$ cat config.mk
export PLATFORM = sky130hd
export DESIGN_NAME = iplpm_ctrl
export DESIGN_NICKNAME = d
export VERILOG_FILES = /design/src/iplpm_pkg.sv /design/src/iplpm_ctrl.sv
export SDC_FILE = /design/constraint.sdc
export NUM_CORES = 1
export LEC_CHECK = 0
export BUFFER_PORTS_ARGS = -buffer_cell sky130_fd_sc_hd__buf_2
export CORE_AREA = 2 2 39 41
export CTS_BUF_LIST = sky130_fd_sc_hd__clkbuf_4
export CTS_CLUSTER_DIAMETER = 150
export CTS_CLUSTER_SIZE = 40
export DETAILED_ROUTE_END_ITERATION = 12
export DIE_AREA = 0 0 41 43
export GPL_ROUTABILITY_DRIVEN = 0
export GPL_TIMING_DRIVEN = 1
export PLACE_DENSITY_LB_ADDON = 0.25
export SYNTH_ARGS = -nofsm -noshare
export SYNTH_HDL_FRONTEND = slang
export SYNTH_SLANG_ARGS = --single-unit
$ cat constraint.sdc
create_clock -name i_clk -period 2.46 [get_ports i_clk]
set_clock_uncertainty 0.05 [all_clocks]
set_input_delay 0.738 -clock i_clk [delete_from_list [all_inputs] [get_ports i_clk]]
set_output_delay 0.738 -clock i_clk [all_outputs]
set_load 0.02 [all_outputs]
$ cat src/iplpm_pkg.sv
package iplpm_pkg;

    localparam int unsigned ENTRIES_DEFAULT = 64;
    localparam logic [7:0] HOST_LEN = 8'd128;

    typedef enum logic [1:0] {
        OP_ADD    = 2'd0,
        OP_DELETE = 2'd1,
        OP_ROUTE  = 2'd2,
        OP_GET    = 2'd3
    } t_op;

    typedef enum logic [1:0] {
        ST_OK   = 2'd0,
        ST_MISS = 2'd1,
        ST_DUP  = 2'd2,
        ST_FULL = 2'd3
    } t_status;

    // controller to datapath
    typedef struct packed {
        logic load;      // capture request
        logic scan_clr;  // reset scan index
        logic scan_step; // evaluate one entry, advance index
        logic commit;    // apply table update and build result
    } t_cmd;

    // datapath to controller
    typedef struct packed {
        logic rd_pending; // read data for a stepped entry still to evaluate
        logic scan_last;  // index reached the last entry
    } t_sts;

    // 128-bit prefix mask of length len (0..128)
    function automatic logic [127:0] prefix_mask(input logic [7:0] len);
        logic [127:0] m;
        m = '0;
        for (int b = 0; b < 128; b++) begin
            m[127 - b] = (8'(b) < len);
        end
        return m;
    endfunction

endpackage

$ cat src/iplpm_ctrl.sv
module iplpm_ctrl (
    input  logic            i_clk,
    input  logic            i_rst_n,
    input  logic            i_in_valid,
    output logic            o_in_ready,
    output logic            o_out_valid,
    input  logic            i_out_ready,
    output iplpm_pkg::t_cmd o_cmd,
    input  iplpm_pkg::t_sts i_sts
);
    import iplpm_pkg::*;

    typedef enum logic [4:0] {
        S_IDLE = 5'b00001,
        S_SCAN = 5'b00010,
        S_DONE = 5'b00100,
        S_CMT  = 5'b01000,
        S_OUT  = 5'b10000
    } t_state;

    t_state r_state, n_state;

    // next state and commands
    always_comb begin
        n_state = r_state;
        o_cmd   = '0;
        unique case (r_state)
            S_IDLE: begin
                if (i_in_valid) begin
                    o_cmd.load = 1'b1;
                    o_cmd.scan_clr = 1'b1;
                    n_state = S_SCAN;
                end
            end
            S_SCAN: begin
                o_cmd.scan_step = 1'b1;
                if (i_sts.scan_last) n_state = S_DONE;
            end
            S_DONE: begin
                // last read data arrives here
                o_cmd.scan_step = i_sts.rd_pending;
                n_state = S_CMT;
            end
            S_CMT: begin
                // accumulators now hold every entry
                o_cmd.commit = 1'b1;
                n_state = S_OUT;
            end
            S_OUT: begin
                if (i_out_ready) n_state = S_IDLE;
            end
            default: n_state = S_IDLE;
        endcase
    end

    always_ff @(posedge i_clk) begin
        if (!i_rst_n) r_state <= S_IDLE;
        else          r_state <= n_state;
    end

    assign o_in_ready  = (r_state == S_IDLE);
    assign o_out_valid = (r_state == S_OUT);

    a_onehot: assert property (@(posedge i_clk) disable iff (!i_rst_n)
        $onehot(r_state)) else $error("state not one-hot");
    a_no_overlap: assert property (@(posedge i_clk) disable iff (!i_rst_n)
        !(o_in_ready && o_out_valid)) else $error("input and output both open");
    a_done_out: assert property (@(posedge i_clk) disable iff (!i_rst_n)
        (r_state == S_CMT) |=> (r_state == S_OUT)) else $error("commit skipped output");
endmodule

==> metrics.txt, run 1 <==
# TYPE chip_impl_metric gauge
chip_impl_info{name="status",value="completed"} 1
chip_impl_metric{name="setup_slack",unit="ns"} 0.219
chip_impl_info{name="cts_tree",value="built"} 1
chip_impl_metric{name="yosys_warnings",unit=""} 0
chip_impl_metric{name="drive_gt1_frac",unit=""} 0.365
chip_impl_metric{name="syn-num-nets",unit=""} 46
chip_impl_info{name="worstSetupEndpointType",value="output port"} 1
chip_impl_metric{name="drc",unit=""} 0
chip_impl_info{name="crit_path_start_kind",value="register"} 1
chip_impl_metric{name="slew_violations",unit=""} 0
chip_impl_metric{name="maxcap_violations",unit=""} 0
chip_impl_info{name="critPathKind",value="register to output port"} 1
chip_impl_metric{name="grt_antenna_before_repair",unit=""} 0
chip_impl_info{name="most_frequent_cells_in_the_layout",value="buf_2 (11), dfxtp_1 (5), nor2_1 (4), nor2b_1 (4), clkbuf_4 (4)"} 1
chip_impl_metric{name="routed-wl-met2",unit="µm"} 367
chip_impl_metric{name="final_period_minus_worst_setup_slack",unit="ns"} 2.24
chip_impl_metric{name="preCtsSetupSlack",unit="ns"} 0.472
chip_impl_metric{name="ys_ff_latch",unit=""} 5
chip_impl_metric{name="synth_area_per_cell",unit="µm²"} 8.79
chip_impl_metric{name="layout.nets",unit=""} 59
chip_impl_metric{name="first_global_vias",unit=""} 293
chip_impl_metric{name="detail_route.vias_per_cell",unit=""} 5.07
chip_impl_metric{name="path_max_fanout",unit=""} 9
chip_impl_metric{name="holdWs",unit="ns"} 0.624
chip_impl_metric{name="power_leakage",unit="µW"} 0.000201
chip_impl_metric{name="met1_length",unit="µm"} 353
chip_impl_info{name="clockRootBuffer",value="clkbuf_4"} 1
chip_impl_metric{name="port_buffers",unit=""} 11
chip_impl_metric{name="die_w",unit="µm"} 41
chip_impl_metric{name="cts_post_setup_buffers_inserted",unit=""} 0
chip_impl_info{name="most_frequent_standard_cell_in_the_layout_excluding_fill_and_tap_cells",value="buf_2"} 1
chip_impl_metric{name="place_inst",unit=""} 64
chip_impl_metric{name="ioPinCount",unit=""} 12
chip_impl_metric{name="dpl-instance-area",unit="µm²"} 400
chip_impl_metric{name="dr_total_vias",unit=""} 345
chip_impl_metric{name="fillerInstances",unit=""} 165
chip_impl_metric{name="final.setup.tns",unit="ns"} 0
chip_impl_metric{name="cts.path.max_buffers",unit=""} 2
chip_impl_metric{name="place.detailed.hpwl",unit="µm"} 613
chip_impl_metric{name="fp.coreArea",unit="µm²"} 1380
chip_impl_metric{name="die_h",unit="µm"} 43
chip_impl_metric{name="global_route.overflow_total",unit=""} 0
chip_impl_info{name="largestRegisters",value="r_state (5)"} 1
chip_impl_metric{name="netlist-cell-type-count",unit=""} 28
chip_impl_metric{name="timing.slew.headroom",unit=""} 0.804
chip_impl_metric{name="timing_worst_slew_pin_value",unit="ns"} 0.293
chip_impl_metric{name="numClockSinks",unit=""} 5
chip_impl_metric{name="timing.final.crit_share",unit=""} 0.911
chip_impl_info{name="hold_path_class",value="register to register"} 1
chip_impl_metric{name="finalSetupViolCount",unit=""} 0
chip_impl_metric{name="maximum_level_of_the_cts_h_tree",unit=""} 1
chip_impl_info{name="synth_top_area_cell",value="dfxtp_1"} 1
chip_impl_info{name="synth_top_cells_by_area",value="dfxtp_1 (28%), nor2b_1 (7.1%), buf_4 (4.3%)"} 1
chip_impl_metric{name="pwr_density_cell",unit="nW/µm²"} 655
chip_impl_metric{name="multi_input_comb_area",unit="µm²"} 218
chip_impl_metric{name="detail-route-antenna-nets",unit=""} 0
chip_impl_metric{name="wl_per_cell",unit="µm"} 11.3
chip_impl_metric{name="grt_first_pass_wirelength",unit="µm"} 1200
chip_impl_metric{name="clk_pin_slew",unit="ns"} 0.04
chip_impl_metric{name="clk_latency",unit="ns"} 0.24
chip_impl_metric{name="die-area",unit="µm²"} 1760
chip_impl_metric{name="cts-hold-fix-buffers",unit=""} 0
chip_impl_metric{name="syn-instance-count",unit=""} 40
chip_impl_info{name="setup_repair_after_global_routing_missed_its_margin",value="no"} 1
chip_impl_metric{name="largest_reg_flops",unit=""} 5
chip_impl_metric{name="largest_net_degree_at_the_start_of_global_routing",unit=""} 10
chip_impl_metric{name="wl",unit="µm"} 767
chip_impl_metric{name="post_cts.resized_instances",unit=""} 0
chip_impl_metric{name="insertedDiodeCount",unit=""} 0
chip_impl_metric{name="instances_no_fill",unit=""} 68
chip_impl_metric{name="cp.arrival",unit="ns"} 1.45
chip_impl_metric{name="ir_worst_vdd",unit="µV"} 235
chip_impl_metric{name="final_design_area_no_fill",unit="µm²"} 430
chip_impl_metric{name="drt_first_iter_violations",unit=""} 13
chip_impl_metric{name="sequential_share_of_the_synthesized_area",unit=""} 0.285
chip_impl_metric{name="initial_core_util",unit=""} 0.254
chip_impl_metric{name="synthesis.area",unit="µm²"} 352
chip_impl_metric{name="tritoncts.num_buffers",unit=""} 3
chip_impl_info{name="top_signal_layer_used",value="met3"} 1
chip_impl_info{name="registers.top_by_ff_count",value="r_state"} 1
chip_impl_metric{name="yosys.area.top_type_share",unit=""} 0.285
chip_impl_metric{name="timing.critical_path.required",unit="ns"} 1.67
chip_impl_metric{name="std_cell_rows",unit=""} 14
chip_impl_metric{name="area.growth.synth_to_final",unit="%"} 22.4
chip_impl_metric{name="fmax",unit="GHz"} 0.446
chip_impl_metric{name="count_of_final_hold_check_violations",unit=""} 0
chip_impl_metric{name="gr-usage-all-layers",unit=""} 0.110
chip_impl_metric{name="met3WireLength",unit="µm"} 46
chip_impl_metric{name="drt_first_pass_iters",unit=""} 4
chip_impl_metric{name="ff_latch_area",unit="µm²"} 100
[critical path, cell delays in order (launching register included)]
cell     delay (ns)
dfxtp_1        0.38
or3_1          0.43
nor3b_2        0.21
buf_2          0.19
[area by class of cell]
type                    count  area share
well taps                  16      0.0465
multi-input cells          30       0.506
flip-flops and latches      5       0.233
inverters                   2      0.0174
repair buffers             11       0.128
clock buffers               4      0.0698
[metrics by stage]
stage | utilization | total power (µW)
global placement | 0.289 | 179
floorplan | - | 163
detailed placement | 0.289 | 178
global route | 0.311 | 304
CTS | 0.311 | 287
finish | 0.311 | 282
[worst paths after layout]
path                                  from    endpoint  slack [ns]  cells after the start
worst max-delay path            r_state[1]    o_cmd[0]        0.22                      3
worst max register to register  r_state[3]  r_state[0]        0.96                      3
worst min-delay path            r_state[4]  r_state[3]        0.62                      2
worst min register to register  r_state[4]  r_state[3]        0.62                      2
[power breakdown]
part / switching [µW] / internal (µW) / leakage, µW / total [µW]
logic: 41.5 / 37.0 / 0.000142 / 78.5
clock network: 33.4 / 72.3 / 0.0000184 / 106
registers: 10.9 / 86.7 / 0.0000408 / 97.6
total: 85.8 / 196 / 0.000201 / 282
[metal layers]
layer,track usage,vias up
li1,-,170
met1,0.117,163
met2,0.144,12
met3,0.0785,0
met4,0.0800,0
met5,0,-
[synthesized netlist by cell type, drive strengths merged]
cell type	number
a211oi	1
a21oi	1
a221oi	1
a2bb2oi	1
and2	1
and3	1
and4	1
buf	3
dfxtp	5
inv	2
nand2b	1
nand3	1
nor2	4
nor2b	4
nor3	1
nor3b	2
nor4b	1
o211ai	1
o21ai	2
o21ba	1
o22a	1
or3	1
or3b	1
or4	1
xor2	1
[logic make-up (layout without fill, tap and decap cells)]
| family | count (synthesis) | count (layout) | synth area share |
|---|---|---|---|
| compound gates | 9 | 9 | 0.203 |
| xor+xnor | 1 | 1 | 0.0249 |
| buf+inv | 5 | 17 | 0.0961 |
| simple gates | 20 | 20 | 0.391 |
| flops | 5 | 5 | 0.285 |
(Power assumes the default switching activity.)
==> inputs of run 2 (changes only) <==
- CTS_BUF_LIST: sky130_fd_sc_hd__clkbuf_4 -> sky130_fd_sc_hd__clkbuf_8 sky130_fd_sc_hd__clkbuf_16
==> run 2 against run 1 <==
Global-route usage did not move. Sequential power barely moved. Largest power group unchanged. Wire length grew 0.26%. Fmax is 1.2% higher. Via count fell by 0.87%. Combinational power is essentially flat. Sequential share of layout area shrank 0.78 points.
==> metrics.txt, run 2 (same netlist as run 1, synthesis figures left out) <==
# TYPE chip_impl_metric gauge
chip_impl_metric{name="timing.final.crit_share",unit=""} 0.900
chip_impl_metric{name="ir_worst_vdd",unit="µV"} 286
chip_impl_metric{name="ioPinCount",unit=""} 12
chip_impl_metric{name="numClockSinks",unit=""} 5
chip_impl_metric{name="layout.nets",unit=""} 59
chip_impl_metric{name="tritoncts.num_buffers",unit=""} 3
chip_impl_metric{name="timing_worst_slew_pin_value",unit="ns"} 0.273
chip_impl_metric{name="largest_net_degree_at_the_start_of_global_routing",unit=""} 10
chip_impl_info{name="cts_tree",value="built"} 1
chip_impl_info{name="critPathKind",value="register to output port"} 1
chip_impl_info{name="hold_path_class",value="register to register"} 1
chip_impl_metric{name="wl",unit="µm"} 769
chip_impl_metric{name="cts_post_setup_buffers_inserted",unit=""} 0
chip_impl_metric{name="detail-route-antenna-nets",unit=""} 0
chip_impl_metric{name="cp.arrival",unit="ns"} 1.43
chip_impl_metric{name="dr_total_vias",unit=""} 342
chip_impl_metric{name="std_cell_rows",unit=""} 14
chip_impl_metric{name="post_cts.resized_instances",unit=""} 0
chip_impl_metric{name="largest_reg_flops",unit=""} 5
chip_impl_metric{name="area.growth.synth_to_final",unit="%"} 26.7
chip_impl_metric{name="fmax",unit="GHz"} 0.451
chip_impl_metric{name="drt_first_iter_violations",unit=""} 10
chip_impl_metric{name="cts.path.max_buffers",unit=""} 2
chip_impl_metric{name="place.detailed.hpwl",unit="µm"} 613
chip_impl_info{name="registers.top_by_ff_count",value="r_state"} 1
chip_impl_metric{name="path_max_fanout",unit=""} 9
chip_impl_info{name="clockRootBuffer",value="clkbuf_8"} 1
chip_impl_metric{name="maxcap_violations",unit=""} 0
chip_impl_metric{name="finalSetupViolCount",unit=""} 0
chip_impl_metric{name="drt_first_pass_iters",unit=""} 3
chip_impl_info{name="crit_path_start_kind",value="register"} 1
chip_impl_metric{name="die-area",unit="µm²"} 1760
chip_impl_info{name="largestRegisters",value="r_state (5)"} 1
chip_impl_metric{name="global_route.overflow_total",unit=""} 0
chip_impl_metric{name="cts-hold-fix-buffers",unit=""} 0
chip_impl_metric{name="clk_latency",unit="ns"} 0.22
chip_impl_metric{name="drive_gt1_frac",unit=""} 0.346
chip_impl_metric{name="timing.critical_path.required",unit="ns"} 1.67
chip_impl_metric{name="clk_pin_slew",unit="ns"} 0.04
chip_impl_info{name="worstSetupEndpointType",value="output port"} 1
chip_impl_metric{name="final.setup.tns",unit="ns"} 0
chip_impl_metric{name="count_of_final_hold_check_violations",unit=""} 0
chip_impl_metric{name="maximum_level_of_the_cts_h_tree",unit=""} 1
chip_impl_info{name="setup_repair_after_global_routing_missed_its_margin",value="no"} 1
chip_impl_metric{name="slew_violations",unit=""} 0
chip_impl_metric{name="die_h",unit="µm"} 43
chip_impl_metric{name="grt_antenna_before_repair",unit=""} 0
chip_impl_metric{name="drc",unit=""} 0
chip_impl_metric{name="fp.coreArea",unit="µm²"} 1380
chip_impl_metric{name="final_period_minus_worst_setup_slack",unit="ns"} 2.22
chip_impl_metric{name="insertedDiodeCount",unit=""} 0
chip_impl_metric{name="power_leakage",unit="µW"} 0.000209
chip_impl_metric{name="rrSetupSlack",unit="ns"} 0.96
chip_impl_metric{name="pwr_density_cell",unit="nW/µm²"} 724
chip_impl_metric{name="wl_per_cell",unit="µm"} 11.3
chip_impl_metric{name="timing.slew.headroom",unit=""} 0.815
chip_impl_metric{name="holdWs",unit="ns"} 0.624
chip_impl_info{name="most_frequent_cells_in_the_layout",value="buf_2 (11), dfxtp_1 (5), nor2_1 (4), nor2b_1 (4)"} 1
chip_impl_metric{name="first_global_vias",unit=""} 298
chip_impl_metric{name="port_buffers",unit=""} 11
chip_impl_metric{name="detail_route.vias_per_cell",unit=""} 5.03
chip_impl_info{name="most_frequent_standard_cell_in_the_layout_excluding_fill_and_tap_cells",value="buf_2"} 1
chip_impl_metric{name="grt_first_pass_wirelength",unit="µm"} 1190
chip_impl_info{name="status",value="completed"} 1
chip_impl_metric{name="initial_core_util",unit=""} 0.254
chip_impl_metric{name="die_w",unit="µm"} 41
chip_impl_metric{name="gr-usage-all-layers",unit=""} 0.110
==> run 2: cell count changes in the layout (fill, tap and decap cells not counted), sizes merged <==
| cell | before | now |
|---|---|---|
| inv | 2 | 3 |
| clkbuf | 4 | 3 |
==> run 2: final timing paths <==
kind,start,endpoint,cells past startpoint
hold / removal,r_state[4],r_state[3],2
setup / recovery,r_state[1],o_cmd[0],3
hold reg to reg,r_state[4],r_state[3],2
setup reg to reg,r_state[3],r_state[0],3
==> run 2: cell type report <==
class                      count  area (µm²)
clock buffer                   3        41.3
timing repair buffer          11        55.1
fill                         166         938
tap                           16        20.0
clock inverter                 1        3.75
sequential                     5         100
inverter                       2        7.51
multi-input combinational     30         218
==> run 2: critical path, cell delays in order, from the launching register on <==
cell	delay, ns
dfxtp_1	0.38
or3_1	0.42
nor3b_2	0.21
buf_2	0.19
==> run 2: report_power, final <==
| part | switching, µW | internal (µW) |
|---|---|---|
| Sequential | 10.7 | 86.9 |
| Clock | 39.2 | 107 |
| Combinational | 41.7 | 37.0 |
| Total | 91.6 | 231 |
==> run 2: per-stage QoR <==
step | setup slack, ns | power (µW) | std cells | utilization | cell area (µm²)
floorplan | 0.337 | 163 | 40 | - | 352
global placement | 0.439 | 179 | 64 | 0.289 | 400
detailed placement | 0.472 | 178 | 64 | 0.289 | 400
CTS | 0.229 | 327 | 68 | 0.322 | 445
global route | 0.160 | 343 | 68 | 0.322 | 445
finish | 0.245 | 322 | 68 | 0.322 | 445
==> run 2: routing by layer <==
layer,vias to the layer above,track usage,routed length [µm]
li1,169,-,-
met1,162,0.117,349
met2,11,0.144,360
met3,0,0.0785,59
met4,0,0.0800,0
met5,-,0,0
